**src/design/sy2r_pkg.sv**
```systemverilog
// ----------------------------------------------------------------------------
// sy2r_pkg: shared types and constants for the stereo rgb565 converter
// field widths, the input pixel record and the 8.8 fixed-point coefficients
// ----------------------------------------------------------------------------
`default_nettype none

package sy2r_pkg;

	// field widths
	localparam int unsigned SAMPLE_W = 8;
	localparam int unsigned PIXEL_W  = 16;
	// signed working width of one channel before the clamp
	localparam int unsigned CH_W     = 18;
	// packed widths of the stream payloads
	localparam int unsigned IN_DATA_W = 6 * SAMPLE_W;
	localparam int unsigned IN_USER_W = 1;

	// 8.8 fixed-point coefficients and offsets
	localparam logic signed [CH_W-1:0] K_RV   = 18'sd357;
	localparam logic signed [CH_W-1:0] R_OFS  = 18'sd45568;
	localparam logic signed [CH_W-1:0] G_OFS  = 18'sd34688;
	localparam logic signed [CH_W-1:0] K_GU   = 18'sd88;
	localparam logic signed [CH_W-1:0] K_GV   = 18'sd182;
	localparam logic signed [CH_W-1:0] K_BU   = 18'sd452;
	localparam logic signed [CH_W-1:0] B_OFS  = 18'sd57728;
	localparam logic signed [CH_W-1:0] CH_MAX = 18'sd65280;

	// one input pixel of the stereo pair
	typedef struct packed {
		logic                odd_column;
		logic [SAMPLE_W-1:0] v_right;
		logic [SAMPLE_W-1:0] u_right;
		logic [SAMPLE_W-1:0] v_left;
		logic [SAMPLE_W-1:0] u_left;
		logic [SAMPLE_W-1:0] y_right;
		logic [SAMPLE_W-1:0] y_left;
	} pix_t;

endpackage

`default_nettype wire

```
**src/design/sy2r_convert.sv**
```systemverilog
// ----------------------------------------------------------------------------
// sy2r_convert: view selection, color conversion and rgb565 packing
// purely combinational, sits between the input and result registers
// ----------------------------------------------------------------------------
`default_nettype none

module sy2r_convert (
	input  wire sy2r_pkg::pix_t                   pix,
	output logic [sy2r_pkg::PIXEL_W-1:0]          rgb565
);

	localparam int unsigned CW = sy2r_pkg::CH_W;
	localparam int unsigned SW = sy2r_pkg::SAMPLE_W;

	function automatic logic [sy2r_pkg::PIXEL_W-1:0] clamp_ch(input logic signed [CW-1:0] x);
		logic [sy2r_pkg::PIXEL_W-1:0] r;
		if (x < 0) begin
			r = '0;
		end else if (x > sy2r_pkg::CH_MAX) begin
			r = sy2r_pkg::CH_MAX[sy2r_pkg::PIXEL_W-1:0];
		end else begin
			r = x[sy2r_pkg::PIXEL_W-1:0];
		end
		return r;
	endfunction

	logic [SW-1:0] y_rb, y_g, u_rb, v_rb, u_g, v_g;
	logic signed [CW-1:0] y_rb_s, y_g_s, u_rb_s, v_rb_s, u_g_s, v_g_s;
	logic signed [CW-1:0] r_raw, g_raw, b_raw;
	logic [sy2r_pkg::PIXEL_W-1:0] r_c, g_c, b_c;

	// even columns: red/blue from left, green from right; odd columns swap
	always_comb begin
		if (pix.odd_column) begin
			y_rb = pix.y_right;
			u_rb = pix.u_right;
			v_rb = pix.v_right;
			y_g  = pix.y_left;
			u_g  = pix.u_left;
			v_g  = pix.v_left;
		end else begin
			y_rb = pix.y_left;
			u_rb = pix.u_left;
			v_rb = pix.v_left;
			y_g  = pix.y_right;
			u_g  = pix.u_right;
			v_g  = pix.v_right;
		end
	end

	// luma in 8.8, chroma as plain integers
	assign y_rb_s = $signed({{(CW-2*SW){1'b0}}, y_rb, {SW{1'b0}}});
	assign y_g_s  = $signed({{(CW-2*SW){1'b0}}, y_g, {SW{1'b0}}});
	assign u_rb_s = $signed({{(CW-SW){1'b0}}, u_rb});
	assign v_rb_s = $signed({{(CW-SW){1'b0}}, v_rb});
	assign u_g_s  = $signed({{(CW-SW){1'b0}}, u_g});
	assign v_g_s  = $signed({{(CW-SW){1'b0}}, v_g});

	assign r_raw = y_rb_s + sy2r_pkg::K_RV * v_rb_s - sy2r_pkg::R_OFS;
	assign g_raw = y_g_s + sy2r_pkg::G_OFS - sy2r_pkg::K_GU * u_g_s - sy2r_pkg::K_GV * v_g_s;
	assign b_raw = y_rb_s + sy2r_pkg::K_BU * u_rb_s - sy2r_pkg::B_OFS;

	assign r_c = clamp_ch(r_raw);
	assign g_c = clamp_ch(g_raw);
	assign b_c = clamp_ch(b_raw);

	assign rgb565 = {r_c[15:11], g_c[15:10], b_c[15:11]};

endmodule

`default_nettype wire

```
**src/design/stereo_yuv_to_rgb565_interleave_unit.sv**
```systemverilog
// ----------------------------------------------------------------------------
// stereo_yuv_to_rgb565_interleave_unit: column-interleaved stereo to rgb565
// converts one pixel of a stereo pair per request into a packed rgb565 word
// ----------------------------------------------------------------------------
// Takes one pixel request per clock while the output side is ready and
// returns one rgb565 word per request, in order, via the input register
// and the result register. This rate comes from the single pass of constant
// multiplies, adds and clamps between the input register and the result
// register; a full pipeline holds two requests. On even columns red and blue
// are built from the left view and green from the right view; odd columns
// swap the views. Each channel is clamped to 0..0xff00 in 8.8 fixed point
// before its top bits are packed as red 15..11, green 10..5, blue 4..0.
// ----------------------------------------------------------------------------
`default_nettype none

module stereo_yuv_to_rgb565_interleave_unit (
	input  wire                               clk,
	input  wire                               arst_n,
	// input pixel requests
	input  wire                               s_tvalid,
	output logic                              s_tready,
	// y_left, y_right, u_left, v_left, u_right, v_right (8 bits each)
	input  wire [sy2r_pkg::IN_DATA_W-1:0]     s_tdata,
	// odd_column
	input  wire [sy2r_pkg::IN_USER_W-1:0]     s_tuser,
	// converted pixels
	output logic                              m_tvalid,
	input  wire                               m_tready,
	// rgb565
	output logic [sy2r_pkg::PIXEL_W-1:0]      m_tdata
);

	localparam int unsigned SW = sy2r_pkg::SAMPLE_W;

	// stage 1: registered input pixel
	logic            v_s1;
	sy2r_pkg::pix_t  pix_s1;
	// stage 2: registered result
	logic            v_s2;
	logic [sy2r_pkg::PIXEL_W-1:0] rgb_s2;

	sy2r_pkg::pix_t  pix_in;
	logic [sy2r_pkg::PIXEL_W-1:0] rgb_next;
	logic            adv_s2;
	logic            take_in;

	// unpack the request payload
	assign pix_in.y_left     = s_tdata[0*SW +: SW];
	assign pix_in.y_right    = s_tdata[1*SW +: SW];
	assign pix_in.u_left     = s_tdata[2*SW +: SW];
	assign pix_in.v_left     = s_tdata[3*SW +: SW];
	assign pix_in.u_right    = s_tdata[4*SW +: SW];
	assign pix_in.v_right    = s_tdata[5*SW +: SW];
	assign pix_in.odd_column = s_tuser[0];

	// result register loads when it is empty or being drained
	assign adv_s2   = !v_s2 || m_tready;
	// input register loads when it is empty or moving on
	assign s_tready = !v_s1 || adv_s2;
	assign take_in  = s_tvalid && s_tready;

	always_ff @(posedge clk or negedge arst_n) begin
		if (!arst_n) begin
			v_s1 <= 1'b0;
		end else if (s_tready) begin
			v_s1 <= s_tvalid;
		end
	end

	always_ff @(posedge clk) begin
		if (take_in) begin
			pix_s1 <= pix_in;
		end
	end

	sy2r_convert u_convert (
		.pix    (pix_s1),
		.rgb565 (rgb_next)
	);

	always_ff @(posedge clk or negedge arst_n) begin
		if (!arst_n) begin
			v_s2 <= 1'b0;
		end else if (adv_s2) begin
			v_s2 <= v_s1;
		end
	end

	always_ff @(posedge clk) begin
		if (adv_s2 && v_s1) begin
			rgb_s2 <= rgb_next;
		end
	end

	assign m_tvalid = v_s2;
	assign m_tdata  = rgb_s2;

endmodule

`default_nettype wire

```
**config.mk**
```make
export PLATFORM = sky130hd
export DESIGN_NAME = stereo_yuv_to_rgb565_interleave_unit
export DESIGN_NICKNAME = d
export VERILOG_FILES = /design/src/design/sy2r_pkg.sv /design/src/design/sy2r_convert.sv /design/src/design/stereo_yuv_to_rgb565_interleave_unit.sv
export SDC_FILE = /design/constraint.sdc
export NUM_CORES = 1
export LEC_CHECK = 0
export ABC_AREA = 0
export BUFFER_PORTS_ARGS = -buffer_cell sky130_fd_sc_hd__buf_2
export CAP_MARGIN = 10
export CORE_MARGIN = 2
export CORE_UTILIZATION = 50
export DETAILED_ROUTE_END_ITERATION = 10
export GPL_ROUTABILITY_DRIVEN = 0
export PLACE_DENSITY = 0.71
export SKIP_CTS_REPAIR_TIMING = 1
export SYNTH_ARGS = -nofsm -noshare
export SYNTH_HDL_FRONTEND = slang
export SYNTH_SLANG_ARGS = --single-unit
```
**constraint.sdc**
```tcl
create_clock -name clk -period 22 [get_ports clk]
set_clock_uncertainty 0.1 [all_clocks]
set_input_delay 3.3 -clock clk [delete_from_list [all_inputs] [get_ports clk]]
set_output_delay 3.3 -clock clk [all_outputs]
set_load 0.005 [all_outputs]
```
* Word-level counts from Yosys, hierarchy flattened
Cells that the tools add are included.
Word-level totals: bits in registers 67, word-level logic and storage cells 44
Cells by class: add/sub/neg operators 7, reductions and logical operators 6, multipliers 4, $lt $le $gt $ge 6, muxes and demuxes 9
Operators by type and width (number):
- 18-bit by 17-bit greater-than comparator with 1-bit output (second input constant) | 3
- 18-bit by 1-bit < comparator with 1-bit output (second input constant) | 3
- 16-bit two-way mux | 3
- 8-bit two-way mux | 6
- 17-bit by 18-bit adder with 18-bit output | 2
- 18-bit by 17-bit subtractor with 18-bit output (second input constant) | 2
- 7-bit by 8-bit multiplier with 15-bit output (first input constant) | 2
- 18-bit by 17-bit subtractor with 18-bit output | 1
- 18-bit subtractor | 1
- 16-bit by 16-bit adder with 17-bit output (second input constant) | 1
- 9-bit by 8-bit multiplier with 17-bit output (first input constant) | 1
- 4-bit by 8-bit multiplier with 12-bit output (first input constant) | 1
- 1-bit logical AND | 2
- 1-bit zero test | 2
- 1-bit logical OR | 2

* Longest topological paths before layout
word-level depth 6, depth in mapped cells 29, mapped depth without buffers 25

* Modules after synthesis
From an unflattened synthesis, not the netlist that was laid out.
Second synthesis, totals: cells, all modules 798, area total of the unflattened synthesis 8484.4 um^2
Modules (own cells, without submodules):
- sy2r_convert | area each 6428.7 um^2, cells each 725, instances 1, seq. area each 0.0 um^2
- stereo_yuv_to_rgb565_interleave_unit | area each 2055.7 um^2, cells each 73, instances 1, seq. area each 2001.9 um^2

* Worst setup path before layout
No wires, ideal clock.
path kind flip-flop to flip-flop, from reg pix_s1[48] (netlist name), to reg rgb_s2 (netlist bit m_tdata[10]), data pin, required time 21.641 ns, setup slack 14.697 ns, setup time 0.259 ns, clock period less this slack 7.303 ns, path buffers 4, arrival time 6.944 ns, cell stages (with the launch flop) 28, cell sequence edfxtp_1 -> clkbuf_2 -> clkbuf_1 -> buf_1 -> buf_2 -> mux2i_1 -> inv_1 -> ha_1 -> fa_1 -> fa_1 -> inv_1 -> fa_1 -> inv_1 -> ha_1 -> o21a_1 -> nor2_1 -> nor2_1 -> a21oi_1 -> xnor2_1 -> fa_1 -> inv_1 -> ha_1 -> and3_1 -> a211oi_1 -> a21oi_1 -> a211o_1 -> a21bo_2 -> o31a_1
Between the ends: longest elaborated chain between the ends 6
RTL lines:
- from (decl) | line stereo_yuv_to_rgb565_interleave_unit.sv:37 | sy2r_pkg::pix_t pix_s1;
- from (signal assigned) | line stereo_yuv_to_rgb565_interleave_unit.sv:72 | pix_s1 <= pix_in;
- 8-bit two-way mux | line sy2r_convert.sv:34 | if (pix.odd_column) begin
- 4-bit by 8-bit multiplier with 12-bit output or 16-bit by 16-bit adder with 17-bit output (tied branches) | line sy2r_convert.sv:60 | assign g_raw = y_g_s + sy2r_pkg::G_OFS - sy2r_pkg::K_GU * u_g_s - sy2r_pkg::K_GV * v_g_s;
- 18-bit subtractor | line sy2r_convert.sv:60
- 18-bit by 17-bit subtractor with 18-bit output * | line sy2r_convert.sv:60
- 18-bit by 17-bit greater-than comparator with 1-bit output | line sy2r_convert.sv:19 | end else if (x > sy2r_pkg::CH_MAX) begin
- 16-bit two-way mux | line sy2r_convert.sv:19
- to (signal assigned) | line stereo_yuv_to_rgb565_interleave_unit.sv:91 | rgb_s2 <= rgb_next;
- to (decl) | line stereo_yuv_to_rgb565_interleave_unit.sv:40 | logic [sy2r_pkg::PIXEL_W-1:0] rgb_s2;
Every way passes the cells marked *; elsewhere a longest branch is shown, timed or not. A chain may end at the register's enable or synchronous reset.

* Worst setup path after layout
from reg pix_s1[48] (netlist name), to reg rgb_s2 (netlist bit m_tdata[9]), data pin
Same word-level chain as after synthesis.

==> run_results.csv <==
group,metric,value,unit
status,status,"completed",
worst_setup_path,reg2reg_from,"pix_s1[48]",
routing,firstDrtPassIters,4,
worst_setup_path,cp_num_buf_inv,5,
floorplanning,die_area,18100,µm²
timing,slew_viol_final,0,
synthesis,synth.avg_cell_area,10.3,µm²
timing,timing.final.ws_setup,14780,ps
synthesis,synth_edf_count,65,
layout,mostFrequentLayoutCell,"ha_1",
routing,vias_per_cell,5.20,
hold_path,hold_start,"v_s1",
place,port_buffers,70,
worst_setup_path,critical_path_class,"flip-flop to flip-flop",
synthesis,ys_seq_area_share,23.5,%
routing,vias,5892,
worst_setup_path,worstPathRequired,22080,ps
worst_setup_path,path_cells,"buf_4 > mux2i_1 > inv_1 > ha_1 > fa_1 > fa_1 > inv_1 > fa_1 > inv_1 > ha_1 > nor3_1 > nor2_1 > o41a_1 > a211oi_1 > xnor2_1 > fa_1 > inv_1 > ha_1 > nand2_1 > nor4_1 > o41ai_1 > a21oi_1 > a21boi_0",
synthesis,synth_area,8520,µm²
clock_tree,cts_root_buf,"clkbuf_16",
global_routing,grtUsageTotal,18.9,%
floorplanning,die_h,135,µm
worst_setup_path,cp_top_family,"adder cells",
worst_setup_path,cpPeakStageDelay,590,ps
worst_setup_path,crit_fanout,59,
clock_tree,htreeDepth,3,
worst_setup_path,critPathLaunchType,"flip-flop",
hold_path,hold_path_class,"flip-flop to flip-flop",
global_routing,grt_max_degree,60,
layout,register_area,2000,µm²
routing,route.detailed.drc,0,
global_routing,antenna_found_initial,2,
layout,layout_common_cells,"ha_1, inv_1, buf_2, edfxtp_1, a21oi_1",
place,placed_area,9130,µm²
timing,setup_violations,0,
layout,syn_to_final_growth,10.8,%
clock_tree,clk_pin_slew,60,ps
timing,relSlewSlack,42.5,%
floorplanning,core_region_area,16600,µm²
routing,drt_first_iter_violations,199,
timing,fin_crit,7220,ps
global_routing,overflow,0,
routing,routed_wirelength,16100,µm
synthesis,synth_fp_nets,1123,
clock_tree,cts_buffer_depth,2,
layout,multi_input_area,5920,µm²
timing,tightestPinTransition,863,ps
worst_setup_path,timing.rr.end,"m_tdata[9]",
floorplanning,rows,47,
timing,hold_viol_final,0,
global_routing,first_global_vias,5931,
floorplanning,fp.dieW,135,µm
layout,drive_above_1_share,13.8,%
worst_setup_path,critPathArrivalTime,7300,ps
worst_setup_path,cp-end-kind,"flip-flop",
timing,post-route-period-util,32.8,%
clock_tree,cts.sinks,67,
synthesis,synth_seq_cells,67,
timing,final.setup.tns,0,ps
run,max-cap-violations,0,
timing,grt_setup_unrepaired,"no",
layout,nets,1198,
worst_setup_path,r2r_cells,23,
global_routing,grt_pass1_wl,27200,µm
routing,ant_nets,0,
layout,fin_area,9440,µm²
worst_setup_path,rrSetupSlack,14780,ps
synthesis,synthCells,831,
clock_tree,numCtsBuffers,9,
hold_path,whs_endpoint,"m_tvalid",
synthesis,synth_cell_types,64,
clock_tree,clock_latency,340,ps
hold_path,holdPathStages,1,
worst_setup_path,cp_slowest_cell,"buf_4",
clock_tree,cts_tree,"done",
synthesis,synthFlopType,"edfxtp_1",
place,pre_cts_ws,14770,ps
routing,avgRoutedWirePerCell,14.2,µm
place,hpwlAfterDp,13700,µm
timing,whs,391,ps
timing,fmax,138,MHz
synthesis,yosysWarnings,0,
layout,fillCellCount,1441,
floorplanning,initial_utilization,51.2,%
floorplanning,io_pins,71,
synthesis,synth-async-reset-ratio,2.99,%
[area by class of cell]
type,count,area share (%)
repair buffers,72,3.87
flip-flops and latches,67,21.2
inverters,151,6.00
clock buffers,9,2.39
well taps,220,2.92
diodes,2,0.0530
multi-input cells,605,62.7
clock inverters,7,0.875
[sequential cells by signal (all words and copies together) (netlist names)]
| signal | cells |
|---|---|
| pix_s1 | 49 |
| m_tdata | 16 |
| m_tvalid | 1 |
| v_s1 | 1 |
[per-stage QoR]
step	instances	util [%]
CTS	1131	56.7
global placement	1115	54.9
finish	1133	56.7
floorplan	831	-
detailed placement	1115	54.9
global route	1131	56.7
[worst register-to-register path, stage by stage (launching register included)]
cell      delay [ps]
edfxtp_1         320
buf_4            590
mux2i_1          510
inv_1            130
ha_1             380
fa_1             510
fa_1             510
inv_1             50
fa_1             490
inv_1             40
ha_1             340
nor3_1           180
nor2_1            70
o41a_1           120
a211oi_1         340
xnor2_1          140
fa_1             520
inv_1             40
ha_1             340
nand2_1           80
nor4_1           480
o41ai_1          140
a21oi_1          390
a21boi_0         250
[how the worst max path moves through the flow]
stage	startpoint	to	slack [ps]	depth (start not counted)
floorplan	pix_s1[48]	m_tdata[10]	14700	27
global placement	m_tready	s_tready	14900	3
detailed placement	pix_s1[48]	m_tdata[10]	14770	23
CTS	pix_s1[48]	m_tdata[10]	14750	23
global route	pix_s1[48]	m_tdata[9]	14140	23
finish	pix_s1[48]	m_tdata[9]	14780	23
[cells in the mapped netlist (all sizes together) (3+ instances only)]
| cell | n | area [µm²] |
|---|---|---|
| a21o | 11 | 82.6 |
| o211ai | 4 | 30.0 |
| a21oi | 56 | 280 |
| fa | 48 | 961 |
| mux2i | 23 | 230 |
| xor2 | 22 | 193 |
| clkbuf | 4 | 16.3 |
| xnor2 | 31 | 272 |
| and3 | 4 | 26.3 |
| inv | 151 | 567 |
| nor3 | 10 | 50.1 |
| nand2b | 11 | 68.8 |
| o21bai | 6 | 45.0 |
| nor2b | 8 | 50.1 |
| o21a | 11 | 82.6 |
| o21ai | 22 | 110 |
| a21boi | 4 | 30.0 |
| nor4 | 3 | 18.8 |
| o41ai | 3 | 26.3 |
| a211o | 3 | 26.3 |
| a31oi | 4 | 25.0 |
| nand3 | 9 | 45.0 |
| buf | 4 | 17.5 |
| or2 | 5 | 31.3 |
| nand3b | 4 | 30.0 |
| a211oi | 5 | 42.5 |
| mux2 | 26 | 293 |
| ha | 191 | 2390 |
| edfxtp | 65 | 1950 |
| and2 | 7 | 46.3 |
| nor2 | 29 | 109 |
| nand2 | 14 | 52.6 |
[logic make-up after synthesis]
group                    count (synthesis)  synth area share, %
AO/OA/AOI/OAI                          152                 11.7
XOR/XNOR                                53                 5.45
adder cells (fa/ha/maj)                239                 39.3
buffers and inverters                  159                 7.05
flip-flops                              67                 23.5
multiplexers                            49                 6.14
AND/OR/NAND/NOR                        112                 6.89
[metal layers]
layer	part of all wire (%)	up-vias	global-route usage (%)
li1	-	3058	-
met1	47	2735	24.7
met2	47	74	31.7
met3	3.4	23	3.98
met4	2.0	2	5.91
met5	0.081	-	0
Power is left out: the tool's default activity adds up to more than one toggle a clock period on the data nets, which glitch-free logic cannot reach.
